[src/sv/ctca_pkg.sv]
package ctca_pkg;

	// Size of the count matrices
	localparam int NUM_BINS    = 8;
	localparam int ALPHABET    = 20;
	localparam int PAIRS       = ALPHABET * ALPHABET;
	localparam int MAT_ENTRIES = PAIRS * PAIRS;
	localparam int CNT_DEPTH   = NUM_BINS * MAT_ENTRIES;

	// Widths that follow from the sizes
	localparam int ADDR_W = $clog2(CNT_DEPTH);
	localparam int PAIR_W = $clog2(PAIRS);
	localparam int PCMP_W = $clog2(PAIRS + 1);

	// Fixed field widths
	localparam int PT_DEPTH = 8;
	localparam int BSEL_W   = 3;
	localparam int RES_W    = 5;
	localparam int RLIM_W   = RES_W + 1;
	localparam int LEN_W    = 32;
	localparam int CNT_W    = 32;
	localparam int NPT_W    = 4;

	localparam logic [CNT_W-1:0] CNT_MAX  = '1;
	localparam logic signed [3:0] BIN_NONE = -4'sd1;

	// Amounts in quarter units
	localparam logic [1:0] AMT_EDGE   = 2'd2;
	localparam logic [1:0] AMT_CHERRY = 2'd1;

	// Configuration register indexes
	localparam logic [1:0] CFG_COUNT_MODE = 2'd0;
	localparam logic [1:0] CFG_ALPHA_SIZE = 2'd1;
	localparam logic [1:0] CFG_NUM_POINTS = 2'd2;

	localparam logic [RES_W-1:0] ALPHA_SIZE_RST = 5'd20;
	localparam logic [NPT_W-1:0] NUM_POINTS_RST = 4'd8;

	typedef enum logic [1:0] {
		REQ_LOAD  = 2'd0,
		REQ_COUNT = 2'd1,
		REQ_READ  = 2'd2,
		REQ_NONE  = 2'd3
	} req_t;

	typedef enum logic [1:0] {
		OP_NONE,
		OP_COUNT,
		OP_READ
	} op_t;

	typedef enum logic [1:0] {
		F_IDLE,
		F_CMP,
		F_MUL,
		F_CLS
	} fstate_t;

	typedef enum logic [2:0] {
		B_CLEAR,
		B_IDLE,
		B_ADDR,
		B_RD,
		B_WR
	} bstate_t;

	typedef struct packed {
		logic             count_mode;
		logic [RES_W-1:0] alpha_size;
		logic [NPT_W-1:0] num_points;
	} cfg_t;

	// Command passed from classifier to executor
	typedef struct packed {
		op_t               op;
		logic              mode;
		logic [BSEL_W-1:0] bin;
		logic [PAIR_W-1:0] row0;
		logic [PAIR_W-1:0] col0;
		logic [PAIR_W-1:0] row1;
		logic [PAIR_W-1:0] col1;
		logic signed [3:0] bin_hit;
	} cmd_t;

	localparam int CQ_DEPTH = 2;
	localparam int CQ_PTR_W = $clog2(CQ_DEPTH);

endpackage

[src/sv/ctca_cmdq.sv]
module ctca_cmdq (
	input  logic           clk,
	input  logic           arst_n,
	input  logic           push,
	input  ctca_pkg::cmd_t din,
	output logic           full,
	input  logic           pop,
	output ctca_pkg::cmd_t dout,
	output logic           empty
);

	localparam int PW = ctca_pkg::CQ_PTR_W;
	localparam int CW = $clog2(ctca_pkg::CQ_DEPTH + 1);

	ctca_pkg::cmd_t slot_q [ctca_pkg::CQ_DEPTH];
	logic [PW-1:0]  wptr_q, rptr_q;
	logic [CW-1:0]  cnt_q;
	logic           do_push, do_pop;

	assign full    = (cnt_q == CW'(ctca_pkg::CQ_DEPTH));
	assign empty   = (cnt_q == '0);
	assign do_push = push && !full;
	assign do_pop  = pop && !empty;
	assign dout    = slot_q[rptr_q];

	// Advance pointers and occupancy
	always_ff @(posedge clk or negedge arst_n) begin
		if (!arst_n) begin
			wptr_q <= '0;
			rptr_q <= '0;
			cnt_q  <= '0;
		end else begin
			if (do_push) begin
				wptr_q <= (wptr_q == PW'(ctca_pkg::CQ_DEPTH - 1)) ? '0 : wptr_q + 1'b1;
			end
			if (do_pop) begin
				rptr_q <= (rptr_q == PW'(ctca_pkg::CQ_DEPTH - 1)) ? '0 : rptr_q + 1'b1;
			end
			cnt_q <= cnt_q + CW'(do_push) - CW'(do_pop);
		end
	end

	// Hold commands
	always_ff @(posedge clk) begin
		if (do_push) begin
			slot_q[wptr_q] <= din;
		end
	end

endmodule

[config.mk]
export PLATFORM = sky130hd
export DESIGN_NAME = ctca_cmdq
export DESIGN_NICKNAME = d
export VERILOG_FILES = /design/src/sv/ctca_pkg.sv /design/src/sv/ctca_cmdq.sv
export SDC_FILE = /design/constraint.sdc
export NUM_CORES = 1
export LEC_CHECK = 0
export BUFFER_PORTS_ARGS = -buffer_cell sky130_fd_sc_hd__buf_2
export CORE_ASPECT_RATIO = 1.75
export CORE_MARGIN = 4
export CORE_UTILIZATION = 50
export CTS_CLUSTER_SIZE = 8
export DETAILED_ROUTE_END_ITERATION = 6
export PLACE_DENSITY_LB_ADDON = 0.3
export SLEW_MARGIN = 20
export SYNTH_ARGS = -nofsm -noshare
export SYNTH_HDL_FRONTEND = slang
export SYNTH_SLANG_ARGS = --single-unit
[constraint.sdc]
create_clock -name clk -period 3.55 [get_ports clk]
set_input_delay 0 -clock clk [delete_from_list [all_inputs] [get_ports clk]]
set_output_delay 0 -clock clk [all_outputs]
set_load 0.03 [all_outputs]
Yosys cells after proc, flatten, opt, wreduce, memory -nomap -nowiden
Memories as Yosys holds them, arrays and structs flattened.
Index checks and enable logic that the tools add are counted.

word-level totals
  register bits = 4
  memory bits (writable) = 92
  input bits = 50
  output and inout port bits = 48
  memories kept = 1

memory list
  name    words  width  read ports  clocked after memory_dff  write ports  line             source
  slot_q  2      46     1           0                         1            ctca_cmdq.sv:15  ctca_pkg::cmd_t slot_q [ctca_pkg::CQ_DEPTH];

operators by class
  add/sub/neg operators = 4
  equal/unequal tests = 1
  multiplexer cells = 4
  reduce and logical (&&, ||, !) cells = 5

operators with widths
  kind                                        number
  2-to-1 mux 1 bit                            4
  adder 1 bit, second input constant          2
  adder 2 x 1 -> 2 bit                        1
  equality test 2 bit, second input constant  1
  logical AND 1 bit                           2
  logical NOT 1 bit                           2
  logical NOT 2 bit                           1
  subtractor 2 x 1 -> 2 bit                   1

Logic depth before layout (Yosys ltp)
Gate-level depths: netlist of the first run.

  word-level depth = 5
  gate-level depth with buffers = 7

Worst setup path after synthesis of the first run
No wires, ideal clock.

  path type = flip-flop to flip-flop
  from = register cnt_q[1]
  to = memory slot_q[0][0] (netlist bit) (enable)
  library setup time = 0.450 ns
  data arrival time = 2.528 ns
  required time = 3.100 ns
  slack = 0.572 ns
  cell stages (with the launch flop) = 4
  path through = dfrtp_1 > nand2b_1 > nand2_1 > nor2_1

between the ends
  word-level cells in the longest chain between the ends = 5

RTL lines
  what                                    line             source
  start: declaration                      ctca_cmdq.sv:17  logic [CW-1:0] cnt_q;
  start signal: assignment                ctca_cmdq.sv:39  cnt_q <= cnt_q + CW'(do_push) - CW'(do_pop);
  equality test 2 bit                     ctca_cmdq.sv:20  assign full = (cnt_q == CW'(ctca_pkg::CQ_DEPTH));
  logical NOT 1 bit                       ctca_cmdq.sv:22  assign do_push = push && !full;
  logical AND 1 bit                       ctca_cmdq.sv:22
  2-to-1 mux 1 bit                        ctca_cmdq.sv:45  if (do_push) begin
  2-to-1 mux 1 bit (implied by the code)  ctca_cmdq.sv:46  slot_q[wptr_q] <= din;
  end: declaration                        ctca_cmdq.sv:15

Every way passes these cells.

==> results of run 1 <==
==> layout make-up <==
type / count / area, sq um / share of cell area, %
repair buffers: 147 / 981 / 19.8
clock buffers: 11 / 243 / 4.89
inverters: 2 / 7.51 / 0.151
well taps: 84 / 105 / 2.12
flip-flops and latches: 96 / 2860 / 57.7
multi-input cells: 58 / 729 / 14.7
clock inverters: 5 / 33.8 / 0.681
==> worst paths after layout <==
check / start / end / slack (ps)
hold reg to reg: cnt_q[1]$_DFF_PN0_ / cnt_q[1]$_DFF_PN0_ / 510
min in group asynchronous: arst_n / wptr_q$_DFFE_PN0P_ / 570
hold / removal: push / wptr_q$_DFFE_PN0P_ / 50
setup / recovery: rptr_q$_DFFE_PN0P_ / dout[15] / 1280
setup reg to reg: cnt_q[0]$_DFF_PN0_ / slot_q[0][2]$_DFFE_PP_ / 1600
max in group asynchronous: arst_n / rptr_q$_DFFE_PN0P_ / 2790
==> sequential cells by signal, summed over array words and instances (netlist names) <==
name / cells
cnt_q: 2
wptr_q: 1
slot_q: 92
rptr_q: 1
==> power groups by stage <==
stage / sequential, W / combinational [W] / clock [W]
finish: 0.00173 / 0.00151 / 0.000859
CTS: 0.00173 / 0.00152 / 0.000876
floorplan: 0.00164 / 0.00124 / 0
global placement: 0.00174 / 0.00147 / 0
detailed placement: 0.00175 / 0.00147 / 0
global route: 0.00175 / 0.00160 / 0.000940
==> synth_stat cells <==
cell	count	area, sq um
nand2_1	1	3.75
nor2_1	2	7.51
mux2_2	16	180
ha_1	2	25.0
nor2b_1	1	6.26
nand2b_1	1	6.26
xnor2_1	3	26.3
mux2_4	30	450
xor2_1	1	8.76
and3_1	1	6.26
dfrtp_1	4	100
edfxtp_1	92	2760
buf_6	4	45.0
inv_1	2	7.51
buf_2	1	5.00
==> cells by family after synthesis <==
logic type | Yosys count | synth area share (%)
xor gates and xnor gates | 4 | 0.962
adders and majority gates | 2 | 0.687
buffers and inverters | 7 | 1.58
DFF | 96 | 78.6
muxes | 46 | 17.3
and+or+nand+nor | 6 | 0.825
==> worst reg2reg max path: stages (launching register included) <==
cell and delay [ps]:
dfrtp_1 370, nand2b_1 160, nand2_1 150, nor2_4 470
buf_4 450
==> per-layer routing <==
| layer | track usage, % | vias to the layer above |
|---|---|---|
| li1 | - | 936 |
| met1 | 15.6 | 945 |
| met2 | 28.4 | 78 |
| met3 | 4.48 | 15 |
| met4 | 9.12 | 0 |
| met5 | 0 | - |
==> through the flow <==
step | hold slack [ps] | area, sq um | std cells | worst slack, ps
floorplan | -296 | 3640 | 161 | 572
global placement | -188 | 4210 | 339 | 1630
detailed placement | -187 | 4210 | 339 | 1600
CTS | 34.3 | 4960 | 403 | 1250
global route | 55.2 | 4960 | 403 | 1170
finish | 45.7 | 4960 | 403 | 1280
==> cells in the final DEF, fill, tap and decap left out, types with 2 or more instances in the layout <==
master	Yosys	routed
mux2_4	30	30
buf_4	0	2
clkinv_2	0	2
dfrtp_1	4	3
edfxtp_1	92	92
dlygate4sd3_1	0	48
xnor2_1	3	3
ha_1	2	2
clkbuf_16	0	9
inv_1	2	2
buf_2	1	97
mux2_2	16	16
clkinvlp_4	0	2
==> summary.txt, run 1 <==
Run status
  • Status: finished, final reports clean

Pwr
  • Pwr Density: 824 nW/um^2
  • Seq pwr share: a little over two fifths
  • Max VDD drop: roughly 0.00085 V
  • Static Leak: 1.99 nW
  • Cell Int Power: 0.00267 W
  • Switching power: roughly 0.0014 W
  • Share of total power in the clock network: between 20% and 30%
  • Sw frac: 34.8%
  • Total power: 0.00409 W
  • Comb pwr share: about 37%

Job
  • Max_cap viols: 0

Drt
  • Drt wl/cell: 16.0 um
  • Via count: 1974
  • DR WL met3: around 440 um
  • WL met1: 2310 um
  • DRC Markers: 0
  • Final ANT Viol Nets: 0
  • Top layer in use: met4
  • Via density: just under 5
  • DRT Wirelength: 6460 um
  • Drt pass-1 iters: 4
  • DRT iter0 DRCs: 74
  • Met2 WL post-DR: about 3500 um

Floorplan
  • # IOs: 98
  • Die H: between 100 and 150 um
  • CORE AREA: about 7000 sq um
  • Starting density of the core: between 50 and 60%
  • Die Wd: 72.5 um
  • Die footprint: 8760 sq um
  • Rows: 40

Critical path
  • CP Class: reg -> out
  • Startpoint class of the critical path: flop
  • Crit path cell chain: buf_4 -> mux2_4 -> buf_2
  • CP arrival: around 2300 ps
  • Peak fanout along the critical path: 37
  • Worst path bufs/invs: 2
  • R2R cell count: 4
  • Slowest cell delay on critical path: 1020 ps
  • WP data required: ~3600 ps
  • Slowest CP cell: dfrtp_2
  • Critical Path End Type: output port
  • Stages on worst setup path: 3
  • CP delay by family, top: flip-flops

Timing
  • Final Skew: 9.79 ps
  • Minimum clock period: 2270 ps
  • Crit share post-route: between 60% and 70%
  • Total negative slack: 0 ps
  • Max Slew Vio Count: 0
  • Fmax: 441 MHz
  • Fin. Hold Viols: 0
  • Slew HR: around 29%
  • Slew @ Worst Pin: approximately 1100 ps
  • Unrepaired setup endpoints after global routing: no
  • Final setup violation count: 0

CTS
  • CTS clk-pin slew, worst paths: 60 ps
  • Max clock buf depth: 2
  • Clk_lat worst skew: around 330 ps
  • Postcts setup bufs: 0
  • CTS buffer count: 9
  • Clock sink total: 96
  • TritonCTS clock tree: yes
  • Post-CTS Resized: 0
  • H-tree depth: 3
  • Cts hold-fix bufs: 48
  • CTS root buffer: clkbuf_16

Yosys
  • Post-synthesis cell count: 161
  • Seq cells post-synth: 96
  • Synth cell types: 15
  • Sequential cell area fraction in the yosys report: just under 80%
  • Syn Area/Cell: about 23 sq um
  • Syn_nets: 213
  • Mapped cell area: 3640 sq um
  • Yosys synthesis warning count: 0

Placement
  • PortBufs: 97
  • Detailed placement HPWL: 3920 um
  • Gpl congestion: between 0.6 and 0.7

Hold path
  • Hold depth: 3
  • Hold Crit Class: in -> reg

GRT
  • Largest net degree at the start of global routing: 47
  • Grt total ovfl: 0
  • Number of global-route vias before repair: 2143
  • Initial antenna violation count: 0
  • GRT Overall Usage: between 10% and 20%
  • First-pass GRT wire length: just over 10000 um

Finish
  • Filler instances: 437
  • Final layout net count: 366
  • P&R area growth vs syn: 36.3%
  • Final core utilization: 71.3%
  • ANT cells: 0
  • Share of cells above drive strength 1: approximately half
Note: power is estimated with default switching activity, not from simulation.
==> inputs of run 2 (changes only) <==
--- a/config.mk
+++ b/config.mk
@@ -8,7 +8,7 @@
 export BUFFER_PORTS_ARGS = -buffer_cell sky130_fd_sc_hd__buf_2
 export CORE_ASPECT_RATIO = 1.75
 export CORE_MARGIN = 4
-export CORE_UTILIZATION = 50
+export CORE_UTILIZATION = 47
 export CTS_CLUSTER_SIZE = 8
 export DETAILED_ROUTE_END_ITERATION = 6
 export PLACE_DENSITY_LB_ADDON = 0.3
==> constraint.sdc (replaced) <==
create_clock -name clk -period 2 [get_ports clk]
set_input_delay 0 -clock clk [delete_from_list [all_inputs] [get_ports clk]]
set_output_delay 0 -clock clk [all_outputs]
set_load 0.03 [all_outputs]
==> summary.txt, run 2 (synthesized netlist as in run 1, its figures left out) <==
Placement
  • PortBufs: 97 (unchanged)
  • Detailed placement HPWL: 4010 um (was 3920 um)
  • Dpl cell area: 4290 sq um (was 4210 sq um)
  • Gpl congestion: 0.662 (was 0.695)

GRT
  • Met2 Track Usage GR: 24.7% (was 28.4%)
  • GRT Overall Usage: 14.7% (was 15.8%)
  • M1 GR Usage: 16.5% (was 15.6%)
  • Grt total ovfl: 0 (unchanged)
  • Initial antenna violation count: 0 (unchanged)
  • First-pass GRT wire length: 10100 um (about the same)
  • Largest net degree at the start of global routing: 30 (was 47)
  • Met3 usage: 5.17% (was 4.48%)
  • Number of global-route vias before repair: 2132 (was 2143)
  • Global route hottest layer: met2 (unchanged)

Timing
  • Slew HR: 71.5% (was 28.5%)
  • Minimum clock period: 1600 ps
  • Slew @ Worst Pin: 427 ps (was 1070 ps)
  • Total negative slack: 0 ps (unchanged)
  • Fmax: 625 MHz
  • Final Skew: 7.74 ps (was 9.79 ps)
  • Fin. Hold Viols: 0 (unchanged)
  • Unrepaired setup endpoints after global routing: no (unchanged)
  • Max Slew Vio Count: 0 (unchanged)
  • Crit share post-route: 80.0%
  • Final setup violation count: 0 (unchanged)

Critical path
  • Startpoint class of the critical path: flop (unchanged)
  • CP Class: reg -> reg (was reg -> out)
  • RR Endpoint: cnt_q[1]$_DFF_PN0_ (was slot_q[0][2]$_DFFE_PP_)
  • Peak fanout along the critical path: 3 (was 37)
  • Crit path cell chain: nand2b_1 -> nand2_1 -> ha_1 -> inv_1 -> ha_1 -> xnor2_1 -> xnor2_1 (was buf_4 -> mux2_4 -> buf_2)
  • Critical Path End Type: flop (was output port)
  • WP data required: 2240 ps (was 3550 ps)
  • Worst path bufs/invs: 1 (was 2)
  • CP delay by family, top: adder cells (was flip-flops)
  • Slowest cell delay on critical path: 400 ps (was 1020 ps)
  • Worst r2r src: cnt_q[1]$_DFF_PN0_ (was cnt_q[0]$_DFF_PN0_)
  • Slowest CP cell: dfrtp_1 (was dfrtp_2)
  • R2R cell count: 7 (was 4)
  • Reg-to-reg slack, setup: 400 ps (was 1600 ps)
  • CP arrival: 1840 ps (was 2270 ps)

Hold path
  • Hold wc startpoint: push (unchanged)
  • Hold Crit Class: in -> reg (unchanged)
  • Hold Path End: wptr_q$_DFFE_PN0P_ (unchanged)
  • Hold depth: 3 (unchanged)

Drt
  • Via count: 1943 (was 1974)
  • DRC Markers: 0 (unchanged)
  • DRT Wirelength: 6220 um (was 6460 um)
  • Final ANT Viol Nets: 0 (unchanged)
  • Drt wl/cell: 15.1 um (was 16.0 um)
  • Via density: 4.72 (was 4.90)
  • Drt pass-1 iters: 4 (unchanged)
  • DRT iter0 DRCs: 115 (was 74)

Pwr
  • Max VDD drop: 0.00103 V (was 0.000854 V)
  • Seq pwr share: 39.3% (was 42.2%)
  • Switching power: 0.00255 W (was 0.00142 W)
  • Sw frac: 34.7% (was 34.8%)
  • Comb pwr share: 40.4% (was 36.8%)
  • Pwr Density: 1460 nW/um^2 (was 824 nW/um^2)
  • Cell Int Power: 0.00480 W (was 0.00267 W)
  • Static Leak: 2.02 nW (was 1.99 nW)
  • Share of total power in the clock network: 20.4% (was 21.0%)

Floorplan
  • Die H: 124 um (was 121 um)
  • # IOs: 98 (unchanged)
  • Die Wd: 74.5 um (was 72.5 um)
  • Starting density of the core: 48.1% (was 52.3%)
  • CORE AREA: 7570 sq um (was 6960 sq um)
  • Die footprint: 9270 sq um (was 8760 sq um)
  • Rows: 42 (was 40)

CTS
  • CTS root buffer: clkbuf_16 (unchanged)
  • Clk_lat worst skew: 330 ps (about the same)
  • Clock sink total: 96 (unchanged)
  • H-tree depth: 3 (unchanged)
  • CTS clk-pin slew, worst paths: 60 ps (about the same)
  • CTS buffer count: 9 (unchanged)
  • TritonCTS clock tree: yes (unchanged)
  • Max clock buf depth: 2 (unchanged)

Run status
  • Status: finished, final reports clean (unchanged)

Finish
  • Final layout net count: 371 (was 366)
  • Top reg by flops: slot_q (unchanged)
  • Biggest regs: slot_q (92), cnt_q (2) (unchanged)
  • ANT cells: 0 (unchanged)
  • Max reg flops: 92 (unchanged)
  • Share of cells above drive strength 1: 51.2% (was 51.1%)
  • Most frequent cells in the layout: buf_2, edfxtp_1, dlygate4sd3_1 (unchanged)
  • Filler instances: 539 (was 437)
  • Final instance area: 5050 sq um (was 4960 sq um)
  • Final core utilization: 66.7% (was 71.3%)
  • Most common cell after layout, fill and taps aside: buf_2 (unchanged)
  • P&R area growth vs syn: 38.6% (was 36.3%)

Job
  • Max_cap viols: 0 (unchanged)
## run 2: worst max-delay path by stage
stage / start / end / depth (start not counted)
after floorplan: cnt_q[1]$_DFF_PN0_ / cnt_q[1]$_DFF_PN0_ / 7
after global placement: cnt_q[1]$_DFF_PN0_ / cnt_q[1]$_DFF_PN0_ / 7
after detailed placement: cnt_q[1]$_DFF_PN0_ / cnt_q[1]$_DFF_PN0_ / 7
after CTS: cnt_q[1]$_DFF_PN0_ / cnt_q[1]$_DFF_PN0_ / 7
after global routing: cnt_q[1]$_DFF_PN0_ / cnt_q[1]$_DFF_PN0_ / 7
final: cnt_q[1]$_DFF_PN0_ / cnt_q[1]$_DFF_PN0_ / 7
## run 2: stage by stage
step                      total power [W]  cells  worst slack, ps  hold slack [ps]
after floorplan                   0.00510    161              145             -296
after global placement            0.00582    347              484             -190
after detailed placement          0.00587    347              413             -189
after CTS                         0.00744    412              381             56.9
after global routing              0.00771    412              286             74.0
final                             0.00735    412              400             64.4
## run 2: metal layers
| metal | routed length [um] | up-vias | part of all wire [%] |
|---|---|---|---|
| met5 | 0 | - | 0 |
| met4 | 133 | 0 | 2.1 |
| met3 | 429 | 13 | 6.9 |
| met2 | 3350 | 71 | 54 |
| met1 | 2310 | 914 | 37 |
| li1 | - | 945 | - |
## run 2: timing repair
action                    in CTS  in global routing
hold endpoints to repair      96                  0
gates resized for setup        0                  0
buffers inserted               0                  0
hold buffers                  49                  0
## run 2: layout make-up
class                           instances  area [sq um]  share of cell area, %
Sequential cell                        96          2860                   56.7
Timing Repair Buffer                  152          1070                   21.2
Multi-Input combinational cell         58           729                   14.5
Clock buffer                           10           229                   4.54
Tap cell                               88           110                   2.18
Clock inverter                          6          36.3                  0.719
Inverter                                2          7.51                  0.149
## run 2: power by group through the flow
stage	Sequential, W	Combinational (W)	Clock [W]
2_1_floorplan	0.00289	0.00221	0
3_3_place_gp	0.00291	0.00291	0
3_5_place_dp	0.00293	0.00294	0
4_1_cts	0.00289	0.00302	0.00153
5_1_grt	0.00293	0.00315	0.00163
6_report	0.00289	0.00297	0.00150
## run 2: worst reg2reg max path: stages, from the launching register on
cell and delay (ps):
dfrtp_1 400, nand2b_1 130, nand2_1 140, ha_1 310
inv_1 40, ha_1 170, xnor2_1 180, xnor2_1 150
